`src/lldp_chk_pkg.sv`:
```
// shared types and constants of the lldp data unit tlv checker
package lldp_chk_pkg;

	// one input beat: a byte of the data unit
	typedef struct packed {
		logic [7:0]  data_byte;
		logic        frame_end;
		logic [15:0] interface_number;
	} in_t;

	// one result beat: an id byte or a frame verdict
	typedef struct packed {
		logic [1:0]  result_kind;
		logic [7:0]  id_byte;
		logic        status;
		logic [7:0]  chassis_subtype;
		logic [7:0]  chassis_len;
		logic [7:0]  port_subtype;
		logic [7:0]  port_len;
		logic [15:0] hold_seconds;
		logic [15:0] source_interface;
		logic        run_last;
	} out_t;

	// configuration register contents
	typedef struct packed {
		logic [5:0] optional_type_mask;
		logic [7:0] chassis_id_max_len;
		logic [7:0] port_id_max_len;
	} cfg_t;

	// result kinds
	localparam logic [1:0] KIND_CHASSIS = 2'd0;
	localparam logic [1:0] KIND_PORT    = 2'd1;
	localparam logic [1:0] KIND_VERDICT = 2'd2;

	// verdict codes
	localparam logic STATUS_GOOD = 1'b0;
	localparam logic STATUS_BAD  = 1'b1;

	// register indexes
	localparam logic [1:0] REG_OPT_MASK   = 2'd0;
	localparam logic [1:0] REG_CHASSIS_MAX = 2'd1;
	localparam logic [1:0] REG_PORT_MAX   = 2'd2;

	// register reset values
	localparam logic [5:0] OPT_MASK_RESET = 6'd63;
	localparam logic [7:0] ID_MAX_RESET   = 8'd255;

	// tlv type codes
	localparam logic [6:0] TLV_END      = 7'd0;
	localparam logic [6:0] TLV_CHASSIS  = 7'd1;
	localparam logic [6:0] TLV_PORT     = 7'd2;
	localparam logic [6:0] TLV_TTL      = 7'd3;
	localparam logic [6:0] TLV_OPT_LOW  = 7'd4;
	localparam logic [6:0] TLV_OPT_HIGH = 7'd8;
	localparam logic [6:0] TLV_ORG      = 7'd127;

	// fixed ttl value length
	localparam logic [8:0] TTL_LEN = 9'd2;

	// parser phases
	typedef enum logic [12:0] {
		PH_CH_H1    = 13'b0000000000001,
		PH_CH_H2    = 13'b0000000000010,
		PH_CH_BODY  = 13'b0000000000100,
		PH_PT_H1    = 13'b0000000001000,
		PH_PT_H2    = 13'b0000000010000,
		PH_PT_BODY  = 13'b0000000100000,
		PH_TTL_H1   = 13'b0000001000000,
		PH_TTL_H2   = 13'b0000010000000,
		PH_TTL_BODY = 13'b0000100000000,
		PH_OPT_H1   = 13'b0001000000000,
		PH_OPT_H2   = 13'b0010000000000,
		PH_OPT_BODY = 13'b0100000000000,
		PH_DONE     = 13'b1000000000000
	} phase_t;

endpackage

```
`src/lldp_chk_parser.sv`:
```
// tlv parser state and per-byte result generation
module lldp_chk_parser (
	input  logic                clk,
	input  logic                arst_n,
	input  logic                step,
	input  lldp_chk_pkg::in_t   item,
	input  lldp_chk_pkg::cfg_t  cfg,
	output logic [1:0]          res_count,
	output lldp_chk_pkg::out_t  res_a,
	output lldp_chk_pkg::out_t  res_b
);

	lldp_chk_pkg::phase_t phase_q, phase_d;
	logic [8:0]  cnt_q, cnt_d;
	logic [6:0]  type_q, type_d;
	logic [8:0]  len_q, len_d;
	logic        err_q, err_d;
	logic [7:0]  ch_sub_q, ch_sub_d;
	logic [7:0]  ch_len_q, ch_len_d;
	logic [7:0]  pt_sub_q, pt_sub_d;
	logic [7:0]  pt_len_q, pt_len_d;
	logic [15:0] ttl_q, ttl_d;

	logic [7:0]  b;
	logic [6:0]  hdr_type;
	logic [8:0]  len_full;
	logic [8:0]  len_m1;
	logic [8:0]  cnt_inc;
	logic [8:0]  ch_lim;
	logic [8:0]  pt_lim;
	logic        opt_ok;
	logic        id_emit;
	logic [1:0]  id_kind;
	logic        good;
	lldp_chk_pkg::out_t id_res;
	lldp_chk_pkg::out_t verdict_res;

	assign b        = item.data_byte;
	assign hdr_type = b[7:1];
	assign len_full = {len_q[8], b};
	assign len_m1   = len_q - 9'd1;
	assign cnt_inc  = cnt_q + 9'd1;
	assign ch_lim   = {1'b0, cfg.chassis_id_max_len} + 9'd1;
	assign pt_lim   = {1'b0, cfg.port_id_max_len} + 9'd1;

	// optional type permission from the mask
	always_comb begin
		opt_ok = 1'b0;
		if (hdr_type == lldp_chk_pkg::TLV_END) begin
			opt_ok = 1'b1;
		end else if (hdr_type >= lldp_chk_pkg::TLV_OPT_LOW
				&& hdr_type <= lldp_chk_pkg::TLV_OPT_HIGH) begin
			opt_ok = cfg.optional_type_mask[3'(hdr_type - lldp_chk_pkg::TLV_OPT_LOW)];
		end else if (hdr_type == lldp_chk_pkg::TLV_ORG) begin
			opt_ok = cfg.optional_type_mask[5];
		end
	end

	// next state for one byte
	always_comb begin
		phase_d  = phase_q;
		cnt_d    = cnt_q;
		type_d   = type_q;
		len_d    = len_q;
		err_d    = err_q;
		ch_sub_d = ch_sub_q;
		ch_len_d = ch_len_q;
		pt_sub_d = pt_sub_q;
		pt_len_d = pt_len_q;
		ttl_d    = ttl_q;
		id_emit  = 1'b0;
		id_kind  = lldp_chk_pkg::KIND_CHASSIS;
		good     = 1'b0;
		if (!err_q) begin
			unique case (phase_q)
				lldp_chk_pkg::PH_CH_H1, lldp_chk_pkg::PH_PT_H1,
				lldp_chk_pkg::PH_TTL_H1: begin
					type_d = hdr_type;
					len_d  = {b[0], 8'h00};
					cnt_d  = '0;
					if (phase_q == lldp_chk_pkg::PH_CH_H1) begin
						if (hdr_type != lldp_chk_pkg::TLV_CHASSIS) err_d = 1'b1;
						else phase_d = lldp_chk_pkg::PH_CH_H2;
					end else if (phase_q == lldp_chk_pkg::PH_PT_H1) begin
						if (hdr_type != lldp_chk_pkg::TLV_PORT) err_d = 1'b1;
						else phase_d = lldp_chk_pkg::PH_PT_H2;
					end else begin
						if (hdr_type != lldp_chk_pkg::TLV_TTL) err_d = 1'b1;
						else phase_d = lldp_chk_pkg::PH_TTL_H2;
					end
				end
				lldp_chk_pkg::PH_CH_H2: begin
					len_d = len_full;
					if (len_full < 9'd2 || len_full > ch_lim) err_d = 1'b1;
					else phase_d = lldp_chk_pkg::PH_CH_BODY;
				end
				lldp_chk_pkg::PH_PT_H2: begin
					len_d = len_full;
					if (len_full < 9'd2 || len_full > pt_lim) err_d = 1'b1;
					else phase_d = lldp_chk_pkg::PH_PT_BODY;
				end
				lldp_chk_pkg::PH_TTL_H2: begin
					len_d = len_full;
					if (len_full != lldp_chk_pkg::TTL_LEN) err_d = 1'b1;
					else phase_d = lldp_chk_pkg::PH_TTL_BODY;
				end
				lldp_chk_pkg::PH_CH_BODY, lldp_chk_pkg::PH_PT_BODY: begin
					// first body byte is the subtype, the rest are id bytes
					if (cnt_q == 9'd0) begin
						if (phase_q == lldp_chk_pkg::PH_CH_BODY) begin
							ch_sub_d = b;
							ch_len_d = len_m1[7:0];
						end else begin
							pt_sub_d = b;
							pt_len_d = len_m1[7:0];
						end
					end else begin
						id_emit = 1'b1;
						id_kind = (phase_q == lldp_chk_pkg::PH_CH_BODY)
							? lldp_chk_pkg::KIND_CHASSIS : lldp_chk_pkg::KIND_PORT;
					end
					if (cnt_inc >= len_q) begin
						phase_d = (phase_q == lldp_chk_pkg::PH_CH_BODY)
							? lldp_chk_pkg::PH_PT_H1 : lldp_chk_pkg::PH_TTL_H1;
						cnt_d = '0;
					end else begin
						cnt_d = cnt_inc;
					end
				end
				lldp_chk_pkg::PH_TTL_BODY: begin
					// ttl is big-endian
					if (cnt_q == 9'd0) ttl_d = {b, 8'h00};
					else ttl_d = {ttl_q[15:8], b};
					if (cnt_inc >= lldp_chk_pkg::TTL_LEN) begin
						phase_d = lldp_chk_pkg::PH_OPT_H1;
						cnt_d   = '0;
					end else begin
						cnt_d = cnt_inc;
					end
				end
				lldp_chk_pkg::PH_OPT_H1: begin
					type_d = hdr_type;
					len_d  = {b[0], 8'h00};
					cnt_d  = '0;
					if (opt_ok) phase_d = lldp_chk_pkg::PH_OPT_H2;
					else err_d = 1'b1;
				end
				lldp_chk_pkg::PH_OPT_H2: begin
					len_d = len_full;
					if (type_q == lldp_chk_pkg::TLV_END) begin
						if (len_full != 9'd0) err_d = 1'b1;
						else phase_d = lldp_chk_pkg::PH_DONE;
					end else begin
						phase_d = (len_full == 9'd0)
							? lldp_chk_pkg::PH_OPT_H1 : lldp_chk_pkg::PH_OPT_BODY;
					end
				end
				lldp_chk_pkg::PH_OPT_BODY: begin
					if (cnt_inc >= len_q) begin
						phase_d = lldp_chk_pkg::PH_OPT_H1;
						cnt_d   = '0;
					end else begin
						cnt_d = cnt_inc;
					end
				end
				lldp_chk_pkg::PH_DONE: begin
					// trailing bytes after the end tlv are ignored
				end
				default: begin
					err_d = 1'b1;
				end
			endcase
		end
		// frame end: verdict, then back to the first header
		if (item.frame_end) begin
			good    = !err_d && (phase_d == lldp_chk_pkg::PH_DONE);
			phase_d = lldp_chk_pkg::PH_CH_H1;
			cnt_d   = '0;
			type_d  = '0;
			len_d   = '0;
			err_d   = 1'b0;
		end
	end

	// id byte result
	always_comb begin
		id_res                  = '0;
		id_res.result_kind      = id_kind;
		id_res.id_byte          = b;
		id_res.status           = lldp_chk_pkg::STATUS_GOOD;
		id_res.source_interface = item.interface_number;
		id_res.run_last         = !item.frame_end;
	end

	// verdict result, held values only when good
	always_comb begin
		verdict_res                  = '0;
		verdict_res.result_kind      = lldp_chk_pkg::KIND_VERDICT;
		verdict_res.status           = good ? lldp_chk_pkg::STATUS_GOOD
		                                    : lldp_chk_pkg::STATUS_BAD;
		verdict_res.source_interface = item.interface_number;
		verdict_res.run_last         = 1'b1;
		if (good) begin
			verdict_res.chassis_subtype = ch_sub_d;
			verdict_res.chassis_len     = ch_len_d;
			verdict_res.port_subtype    = pt_sub_d;
			verdict_res.port_len        = pt_len_d;
			verdict_res.hold_seconds    = ttl_d;
		end
	end

	assign res_a     = id_emit ? id_res : verdict_res;
	assign res_b     = verdict_res;
	assign res_count = {1'b0, id_emit} + {1'b0, item.frame_end};

	// parser state
	always_ff @(posedge clk or negedge arst_n) begin
		if (!arst_n) begin
			phase_q  <= lldp_chk_pkg::PH_CH_H1;
			cnt_q    <= '0;
			type_q   <= '0;
			len_q    <= '0;
			err_q    <= 1'b0;
			ch_sub_q <= '0;
			ch_len_q <= '0;
			pt_sub_q <= '0;
			pt_len_q <= '0;
			ttl_q    <= '0;
		end else if (step) begin
			phase_q  <= phase_d;
			cnt_q    <= cnt_d;
			type_q   <= type_d;
			len_q    <= len_d;
			err_q    <= err_d;
			ch_sub_q <= ch_sub_d;
			ch_len_q <= ch_len_d;
			pt_sub_q <= pt_sub_d;
			pt_len_q <= pt_len_d;
			ttl_q    <= ttl_d;
		end
	end

	// a frame end always leaves the parser at the first header with no error
	a_restart: assert property (@(posedge clk) disable iff (!arst_n)
		step && item.frame_end |=> phase_q == lldp_chk_pkg::PH_CH_H1 && !err_q)
		else $error("parser did not restart after frame end");

endmodule

```
`config.mk`:
```
export PLATFORM = sky130hd
export DESIGN_NAME = lldp_chk_parser
export DESIGN_NICKNAME = d
export VERILOG_FILES = /design/src/lldp_chk_pkg.sv /design/src/lldp_chk_parser.sv
export SDC_FILE = /design/constraint.sdc
export NUM_CORES = 1
export LEC_CHECK = 0
export BUFFER_PORTS_ARGS = -buffer_cell sky130_fd_sc_hd__clkbuf_2
export CELL_PAD_IN_SITES_DETAIL_PLACEMENT = 1
export CELL_PAD_IN_SITES_GLOBAL_PLACEMENT = 1
export CORE_AREA = 4 4 185 115
export DETAILED_ROUTE_END_ITERATION = 10
export DIE_AREA = 0 0 189 119
export PLACE_DENSITY_LB_ADDON = 0.1
export RECOVER_POWER = 100
export SLEW_MARGIN = 20
export SYNTH_ARGS = -nofsm -noshare
export SYNTH_HDL_FRONTEND = slang
export SYNTH_SLANG_ARGS = --single-unit
```
`constraint.sdc`:
```
create_clock -name clk -period 4.2 [get_ports clk]
set_input_delay 0.21 -clock clk [delete_from_list [all_inputs] [get_ports clk]]
set_output_delay 0.21 -clock clk [all_outputs]
set_load 0.05 [all_outputs]
```
# --- Word-level counts from Yosys, hierarchy flattened ---
# Index checks and enable logic that the tools add are counted.
op_classes:
  reduce_logical: 24
  addsub: 6
  mux: 79
  eq_ne: 21
  n_lt_le_gt_ge: 8
op_table:
  columns: ["operator", "n"]
  rows:
  - ["two-way mux 13 bit", 16]
  - ["two-way mux 8 bit", 16]
  - ["one-hot mux 13 bit (9 select lines)", 1]
  - ["two-way mux 76 bit", 1]
  - ["two-way mux 9 bit", 6]
  - ["two-way mux 16 bit", 3]
  - ["two-way mux 48 bit", 1]
  - ["two-way mux 7 bit", 4]
  - ["one-hot mux 9 bit (3 select lines)", 1]
  - ["equality test 13 bit, second input constant", 2]
  - ["two-way mux 1 bit", 26]
  - ["adder 8 x 1 -> 9 bit, second input constant", 2]
  - ["> comparator 9 bit", 2]
  - ["logical NOT 9 bit", 2]
  - ["one-hot mux 9 bit (2 select lines)", 1]
  - ["logical NOT 7 bit", 2]
  - ["inequality test 7 x 2 -> 1 bit, second input constant", 2]
  - ["equality test 13 x 1 -> 1 bit, second input constant", 1]
  - ["equality test 13 x 10 -> 1 bit, second input constant", 1]
  - ["equality test 13 x 11 -> 1 bit, second input constant", 1]
  - ["equality test 13 x 12 -> 1 bit, second input constant", 1]
  - ["equality test 13 x 2 -> 1 bit, second input constant", 1]
  - ["equality test 13 x 3 -> 1 bit, second input constant", 1]
  - ["equality test 13 x 4 -> 1 bit, second input constant", 1]
  - ["36 further kinds", 43]
totals:
  output_inout_bits: 154
  elab_cells: 149
  input_bits: 50
  register_bits: 87

# --- Logic depth before layout (Yosys ltp) ---
# Gate-level depths: netlist (run 1).
depth:
  depth_word: 13
  depth_mapped: 15
  ltp_nobuf: 12

# --- Worst setup path before layout (run 1) ---
# No wires, ideal clock.
synth_timing:
  path_kind: "flip-flop to output port"
  from: "register phase_q[2]"
  to: "output res_b[36] (netlist bit)"
  t_arrival_ns: 4.134
  path_buffers: 5
  stages_incl_launch_ff: 13
  path_slack_ns: -0.144
  path_cell_list: "dfrtp_1 buf_6 or4_1 buf_2 or4_1 buf_2 o211a_2 nand4_2 o2111ai_1 or4_1 buf_2 buf_4 a211oi_1"
synth_lines:
  columns: ["item", "line", "rtl"]
  rows:
  - ["start: declaration", "lldp_chk_parser.sv:13", "lldp_chk_pkg::phase_t phase_q, phase_d;"]
  - ["start signal: assignment", "lldp_chk_parser.sv:219", "phase_q <= lldp_chk_pkg::PH_CH_H1;"]
  - ["start signal: assignment", "lldp_chk_parser.sv:230", "phase_q <= phase_d;"]
  - ["end: declaration", "lldp_chk_parser.sv:10", "output lldp_chk_pkg::out_t res_b"]

==> results of run 1 <==
==> state kept, by name (all words and copies together), names as in the netlist <==
| name | count |
|---|---|
| ch_sub_q | 8 |
| phase_q | 13 |
| ttl_q | 16 |
| len_q | 9 |
| err_q | 1 |
| type_q | 7 |
| ch_len_q | 8 |
| pt_sub_q | 8 |
| cnt_q | 9 |
| pt_len_q | 8 |
==> cell usage after synthesis (5+ instances only) <==
cell / count
nand2b_1: 5
dfrtp_1: 86
nand3_1: 32
nor4_1: 15
a211oi_1: 12
and2_1: 6
or4_1: 12
clkbuf_1: 54
buf_1: 6
nor3_1: 28
xnor2_1: 16
buf_4: 44
buf_2: 5
a31oi_1: 8
and4_1: 10
xor2_1: 12
nor2_1: 93
nand4_1: 17
o21ai_0: 64
mux2i_1: 8
o21a_1: 5
ha_1: 35
a21oi_1: 81
nor4b_1: 5
mux2_2: 9
o31ai_1: 18
and3_1: 12
nand2_1: 150
inv_1: 32
nor2b_1: 5
or3_1: 5
==> metal layers <==
metal,up-vias,share of wire,GRT usage
li1,3665,-,-
met1,3834,0.49,0.380
met2,267,0.42,0.371
met3,19,0.078,0.0700
met4,0,0.0080,0.0400
met5,-,0,0
==> layout by cell type (no fill, tap or decap), drive strengths merged, types with 6 or more instances in the layout <==
cell and count:
conb 11, nand3 32, inv 34, buf 111, nor3 28, o21ai 67, nand4 18, a21oi 81
mux2 9, mux2i 8, nand2 150, nor2 93, or4 12, and4 10, and2 6, and3 12
xnor2 16, a211oi 16, o31ai 18, a31oi 8, clkbuf 116, nor4 16, xor2 12, ha 35
dfrtp 86
==> power by group <==
part           internal [mW]  total, mW  switching, mW  leakage [nW]
logic                  0.155      0.486          0.331          2.67
clock network          0.499      0.878          0.379         0.157
registers              0.864      0.889         0.0254          1.17
==> area by class of cell <==
class,count,area (um^2),area share
Timing Repair Buffer,219,1920,0.204
Clock buffer,11,253,0.0270
Multi-Input combinational cell,745,4500,0.480
Clock inverter,5,61.3,0.00654
Tap cell,273,342,0.0364
Sequential cell,87,2180,0.233
Inverter,32,120,0.0128
==> worst max-delay path by stage <==
stage,endpoint,slack [ps],depth (start not counted),start
2_1_floorplan,res_b[36],-140,12,phase_q[2]
4_1_cts,res_a[65],60,10,phase_q[10]
3_3_place_gp,res_b[38],100,16,cfg[0]
3_5_place_dp,res_b[40],-40,16,cfg[0]
6_report,res_a[43],90,10,phase_q[4]
5_1_grt,res_a[65],-10,10,phase_q[3]
==> per-stage QoR <==
stage | power, mW | util
final | 2.25 | 0.477
after global routing | 2.35 | 0.477
after CTS | 2.27 | 0.486
after detailed placement | 1.39 | 0.467
after global placement | 1.38 | 0.467
after floorplan | 1.26 | -
==> critical path, stage by stage (launching register included) <==
cell       delay [ps]
dfrtp_1           370
or4_4             620
or4_1             540
o211a_2           320
nand4_2           110
o2111ai_1         120
buf_4             160
or4_4             540
bufbuf_16         340
a21oi_1           230
buf_12            180
==> kinds of logic after synthesis <==
family	count (synthesis)
adders and majority gates	35
buffers and inverters	145
other	2
xor gates and xnor gates	28
AOI/OAI and AO/OA	236
muxes	18
and+or+nand+nor	417
DFF	87
==> timing repair <==
| action | CTS | global route |
|---|---|---|
| hold buffers | 1 | 0 |
| setup endpoints to repair | 97 | 88 |
| gates cloned | 1 | 0 |
| pin swaps | 0 | 1 |
| resized for setup | 7 | 22 |
| hold endpoints to repair | 57 | 0 |
==> impl_metrics.yaml, run 1 <==
critical_path:
  cp.required_ps: 3990
  cp_max_fo: 32
  critPathLaunchType: "flip-flop"
  cp_data_arrival_time_ps: 3900
  r2r_slack_ps: 400
  r2r-end: "phase_q[6]"
  r2r-start: "cnt_q[0]"
  reg2reg_depth: 11
  criticalPathCategory: "reg -> out"
  end_kind: "primary output"
logic_synthesis:
  yosys_warnings: 0
  syn_inst: 968
  synth-xor-area-share: 0.0335
  synthMuxAreaShare: 0.0279
  ys_top_cells_by_area: "dfrtp_1 29%, nand2_1 7.7%, ha_1 6.0%, a21oi_1 5.5%, nor2_1 4.8%"
  synth_top_family_by_area: "simple AND/OR/NAND/NOR gates"
  yosysTopAreaCell: "dfrtp_1"
  synth-adder-area-share: 0.0599
  syn_area_mm2: 0.00731
  async_flop_share: 1.00
  ys_seq_area_frac: 0.298
  synth_edf_count: 0
  ys_types: 70
  synth.avg_cell_area_um2: 7.55
  synth_top_area_frac: 0.294
  ys.flop_type: "dfrtp_1"
  synth_compound_area_frac: 0.199
  synthSimpleGateAreaFrac: 0.279
  synth-seq-cells: 87
final_layout:
  antenna_cells: 0
  nFillCells: 2427
  layout-drive-gt1-share: 0.231
  syn_to_final_growth_pct: 28.2
  stdcell_count: 1372
  nNetsFinal: 1179
  fin_area_mm2: 0.00937
power_and_ir_drop:
  leakage_nw: 4.00
  powerDensity_mw_per_mm2: 240
  vdd_drop_max_uv: 182
placed_design:
  place_ws_ps: -44.2
  globalplace.congestion: 0.979
  place_area_mm2: 0.00918
  portBuffers: 144
  placedCellCount: 1354
  dpl.hpwl_mm: 22.7
floorplanning:
  num_rows: 40
  die_w_um: 189
  initial_core_util: 0.372
  core_area_mm2: 0.0197
  die_area_mm2: 0.0225
  pin_count: 204
  die_h_um: 119
grt:
  grt_antenna_before_repair: 0
  grt_pass1_wl_mm: 45.1
  grt_usage: 0.254
  first_global_vias: 7771
  grt_max_degree: 59
  grt_overflow_total: 0
flow_run:
  max_cap_violations: 3
detailed_routing:
  detail_route.first_pass.iterations: 5
  via_per_inst: 5.67
  drc: 0
  antenna_left: 0
  wl_per_cell_um: 21.1
  drtIter0Drc: 563
  num_vias: 7785
  wl_mm: 29.0
sta:
  fin_crit_sh: 0.978
  setup_viol: 0
  finalHoldViolations: 0
  skew_ps: 8.37
  worst_slack_ps: 92.5
  max-slew-margin-rel: -0.159
  fmax_ghz: 0.243
  fin_setup_tns_ps: 0
  drv_slew: 107
  worstMarginPinSlew_ps: 1740
  whs_ps: 250
  rsz0062_at_grt: "yes"
  min_period_ps: 4110
clock_network:
  cts_setup_buffers: 0
  cts_tree: "yes"
  clock_path_buffers: 2
  cts_root_buf: "clkbuf_16"
  clock-sinks: 87
  htreeDepth: 3
  path_clk_slew_ps: 60
  cts_buffers: 9
  worstSkewPairLatency_ps: 360
status:
  violations: "max-capacitance violations, max-slew violations"
  outcome: "finished with violations"
hold_path:
  min_to: "ttl_q[0]"
  whs_path_depth: 3
  holdCritStartpoint: "item[17]"
  min_path_type: "in -> reg"
Note: power is estimated with default switching activity, not from simulation.
==> run 2, diff against run 1 <==
PLACE_DENSITY = 0.84   (was default)
PLACE_DENSITY_LB_ADDON = default   (was 0.1)
==> impl_metrics.yaml, run 2 (same netlist as run 1, synthesis figures left out) <==
critical_path:
  cpLargestDelayFamily: "compound AO/OA/AOI/OAI gates"
  cp_data_arrival_time_ps: 3890
  r2r-start: "cnt_q[0]"
  criticalPathCategory: "in -> out"
  crit_buf_inv: 4
  critPathLaunchType: "primary input"
  max_stage_delay_ps: 620
  cp_max_fo: 49
  cp.required_ps: 3990
  cpMaxStageDelayCell: "or4_4"
  critical_path.startpoint: "cfg[8]"
  end_kind: "primary output"
  crit_chain: "clkbuf_2, ha_1, nand3_1, nor2_2, xnor2_1, ha_1, a21oi_1, o21ai_0, a2111oi_1, buf_4, nor3_1, a211o_1, or4_4, buf_12, a21oi_1, buf_2"
power_and_ir_drop:
  vdd_drop_max_uv: 154
  leakage_nw: 3.90
  powerDensity_mw_per_mm2: 246
  p_total_mw: 2.25
final_layout:
  layout-drive-gt1-share: 0.218
  nFillCells: 2450
  syn_to_final_growth_pct: 24.9
  multiInputGateArea_mm2: 0.00450
  antenna_cells: 0
  top_register: "ttl_q"
  top_regs: "ttl_q x16, phase_q x13"
  nNetsFinal: 1165
  largest_reg_flops: 16
  register_area_mm2: 0.00218
  post-route-util: 0.464
  layout_commonest_cell: "nand2_1"
  most-common-layout-cells: "150 x nand2_1, 92 x nor2_1, 89 x clkbuf_2"
  fin_area_mm2: 0.00913
sta:
  min_period_ps: 4100
  fmax_ghz: 0.244
  worst_slack_ps: 98.5
  skew_ps: 5.32
  whs_ps: 312
  setup_viol: 0
  finalHoldViolations: 0
  worstMarginPinSlew_ps: 3140
  fin_crit_sh: 0.977
  drv_slew: 87
  max-slew-margin-rel: -1.09
detailed_routing:
  wl_mm: 30.6
  route.met3.wl_mm: 2.68
  drc: 0
  detail_route.first_pass.iterations: 5
  wl_per_cell_um: 22.6
  top_layer_used: "met4"
  num_vias: 8102
  antenna_left: 0
  wl_met2_mm: 13.5
  via_per_inst: 5.97
  wl_met1_mm: 14.1
  drtIter0Drc: 821
clock_network:
  cts_root_buf: "clkbuf_16"
  cts_setup_buffers: 0
  worstSkewPairLatency_ps: 350
  htreeDepth: 3
  path_clk_slew_ps: 70
  clock_path_buffers: 2
  cts_buffers: 9
  clock-sinks: 87
  cts_tree: "yes"
placed_design:
  place_area_mm2: 0.00885
  portBuffers: 144
  place_ws_ps: -57.9
  globalplace.congestion: 0.950
  dpl.hpwl_mm: 23.4
floorplanning:
  die_w_um: 189
  pin_count: 204
  initial_core_util: 0.372
  num_rows: 40
  die_h_um: 119
  die_area_mm2: 0.0225
  core_area_mm2: 0.0197
status:
  violations: "max-capacitance violations, max-slew violations"
  outcome: "finished with violations"
grt:
  grt_usage: 0.256
  grt_max_degree: 99
  grt_pass1_wl_mm: 46.1
  first_global_vias: 7928
  grt_antenna_before_repair: 0
  grt_overflow_total: 0
flow_run:
  max_cap_violations: 3
hold_path:
  holdCritStartpoint: "step"
  min_path_type: "in -> reg"
run 2: changes by cell type in the layout (fill, tap and decap cells not counted), moves of 2 or more:
cell,before,now
a21oi_2,8,2
a211oi_1,9,6
a211oi_2,7,10
clkbuf_2,80,89
buf_12,43,35
buf_4,62,50
a21oi_1,73,79
clkbuf_8,2,0
clkinvlp_4,0,2
run 2: what timing repair did:
| action | CTS | global route |
|---|---|---|
| gates resized for setup | 3 | 18 |
| pin swaps | 0 | 1 |
| setup endpoints to repair | 8 | 98 |
| cloned | 0 | 1 |
| hold endpoints to repair | 50 | 0 |
| hold buffers | 1 | 0 |
run 2: area by class of cell:
type                    instances  share of cell area
inverters                      32              0.0132
repair buffers                205               0.184
clock inverters                 7             0.00986
well taps                     273              0.0374
flip-flops and latches         87               0.238
multi-input cells             745               0.492
clock buffers                   9              0.0247
run 2: worst reg2reg max path: cells and delay by family (launching register included):
kind	cells	cell delay (ps)
compound gates	5	1980
fa+ha+maj	2	680
flops	1	470
simple gates	3	450
xor+xnor	1	180
run 2: layer usage:
metal,vias to the layer above,global-route usage
met2,398,0.392
met3,28,0.0627
met4,0,0.0441
met1,4059,0.372
met5,-,0
li1,3617,-
run 2: worst paths after layout:
path | slack (ps) | endpoint | depth (start not counted)
hold reg to reg | 490 | type_q[4] | 2
setup / recovery | 100 | res_b[58] | 16
max in group asynchronous | 710 | len_q[0] | 3
hold / removal | 310 | phase_q[12] | 2
min in group asynchronous | 1430 | cnt_q[4] | 2
setup reg to reg | 270 | phase_q[1] | 11
run 2: through the flow:
stage,cells,TNS [ps]
detailed placement,1340,-111
global placement,1340,0
global route,1358,-369
finish,1358,0
CTS,1357,0
floorplan,977,-721
run 2: power by group:
group / internal, mW / total [mW] / switching (mW)
clock: 0.476 / 0.873 / 0.398
combinational: 0.150 / 0.484 / 0.334
sequential: 0.863 / 0.893 / 0.0301
total: 1.49 / 2.25 / 0.762
==> run 3, diff against run 2 <==
CORE_AREA = 4 4 162 164   (was 4 4 185 115)
DIE_AREA = 0 0 166 168   (was 0 0 189 119)
PLACE_DENSITY = 0.7   (was 0.84)
==> impl_metrics.yaml, run 3 (same netlist as run 1, synthesis figures left out) <==
power_and_ir_drop:
  powerDensity_mw_per_mm2: 240
  p_total_mw: 2.23
  vdd_drop_max_uv: 140
  leakage_nw: 3.90
final_layout:
  most-common-layout-cells: "150 x nand2_1, 93 x nor2_1, 85 x clkbuf_2"
  top_regs: "ttl_q x16, phase_q x13"
  top_register: "ttl_q"
  layout_commonest_cell: "nand2_1"
  antenna_cells: 0
  nNetsFinal: 1155
  layout-drive-gt1-share: 0.217
  largest_reg_flops: 16
  syn_to_final_growth_pct: 27.2
  post-route-util: 0.374
clock_network:
  htreeDepth: 3
  clock_path_buffers: 2
  cts_tree: "yes"
  cts_setup_buffers: 0
  clock-sinks: 87
  path_clk_slew_ps: 70
  cts_root_buf: "clkbuf_16"
  worstSkewPairLatency_ps: 360
  cts_buffers: 9
floorplanning:
  pin_count: 204
  num_rows: 58
  die_area_mm2: 0.0279
  die_h_um: 168
  core_area_mm2: 0.0249
  initial_core_util: 0.294
  die_w_um: 166
critical_path:
  criticalPathCategory: "reg -> out"
  cp_data_arrival_time_ps: 3820
  cp.required_ps: 3990
  cpMaxStageDelayCell: "or4_4"
  end_kind: "primary output"
  crit_chain: "buf_4, nor4_1, and4_1, nand4_1, a31oi_2, o2111ai_2, or4_4, clkbuf_16, a21oi_1, clkbuf_2"
  critPathLaunchType: "flip-flop"
  max_stage_delay_ps: 590
  cp_max_fo: 49
detailed_routing:
  drtIter0Drc: 506
  via_per_inst: 5.42
  drc: 0
  wl_per_cell_um: 19.5
  antenna_left: 0
  wl_mm: 27.5
  detail_route.first_pass.iterations: 6
  num_vias: 7616
grt:
  grt_antenna_before_repair: 0
  grt_usage: 0.191
  first_global_vias: 7893
  grt_max_degree: 99
  grt_overflow_total: 0
  grt_pass1_wl_mm: 43.5
sta:
  fmax_ghz: 0.248
  fin_crit_sh: 0.961
  skew_ps: 7.21
  rsz0062_at_grt: "no"
  drv_slew: 68
  setup_viol: 0
  min_period_ps: 4030
  worstMarginPinSlew_ps: 3090
  max-slew-margin-rel: -1.06
  finalHoldViolations: 0
placed_design:
  globalplace.congestion: 0.966
  portBuffers: 144
  dpl.hpwl_mm: 21.1
flow_run:
  max_cap_violations: 2
status:
  outcome: "finished with violations"
  violations: "max-capacitance violations, max-slew violations"
hold_path:
  min_path_type: "in -> reg"
[run 3: changes by cell type in the layout (fill, tap and decap cells not counted), sizes merged]
cell	change
clkinv	+1
buf	-4
clkbuf	-6
clkinvlp	-1
[run 3: timing repair]
action	CTS	global route
endpoints found under the setup margin	42	98
hold endpoints to repair	48	0
gates cloned	0	1
gates resized for setup	11	9
pin swaps	0	1
hold buffers	1	0
[run 3: area by class of cell]
class	count	area, um^2
Fill cell	3009	15600
Clock buffer	9	225
Sequential cell	87	2180
Clock inverter	7	91.3
Tap cell	330	413
Multi-Input combinational cell	745	4490
Timing Repair Buffer	195	1780
Inverter	32	120
[run 3: per-layer routing]
metal / wire length, um / up-vias / track usage
met5: 0 / - / 0
met4: 850 / 0 / 0.0681
met3: 1460 / 62 / 0.0418
met2: 13400 / 229 / 0.331
met1: 11800 / 3720 / 0.234
li1: - / 3605 / -
[run 3: final timing paths]
check                                  end  startpoint  cells past startpoint  slack [ps]
worst max-delay path             res_a[42]  phase_q[5]                     10         170
worst min-delay path              ttl_q[0]    item[17]                      3         250
worst max register to register  phase_q[6]    cnt_q[0]                     11         570
worst min register to register    len_q[5]    len_q[5]                      2         480
max in group asynchronous         len_q[1]      arst_n                      3         800
min in group asynchronous         cnt_q[0]      arst_n                      2        1420
[run 3: per-stage QoR]
| step | cells | hold slack, ps | cell area [um^2] | setup TNS [ps] | worst slack, ps |
|---|---|---|---|---|---|
| final | 1405 | 253 | 9300 | 0 | 166 |
| after global routing | 1405 | 271 | 9300 | 0 | 15.3 |
| after CTS | 1404 | 243 | 9290 | 0 | 31.0 |
| after detailed placement | 1387 | 328 | 8920 | 0 | 75.7 |
| after global placement | 1387 | 312 | 8920 | 0 | 162 |
| after floorplan | 977 | -85.6 | 7360 | -721 | -144 |
[run 3: where the power goes]
part,internal (mW),switching (mW),leakage (nW)
logic,0.149,0.309,2.57
registers,0.863,0.0259,1.17
clock network,0.477,0.409,0.151
total,1.49,0.744,3.90
[run 3: critical path: cells and delay by family (launching register included)]
| kind | cells | cell delay (ps) |
|---|---|---|
| AOI/OAI and AO/OA | 3 | 650 |
| DFF | 1 | 390 |
| buffers and inverters | 3 | 750 |
| and+or+nand+nor | 4 | 1650 |
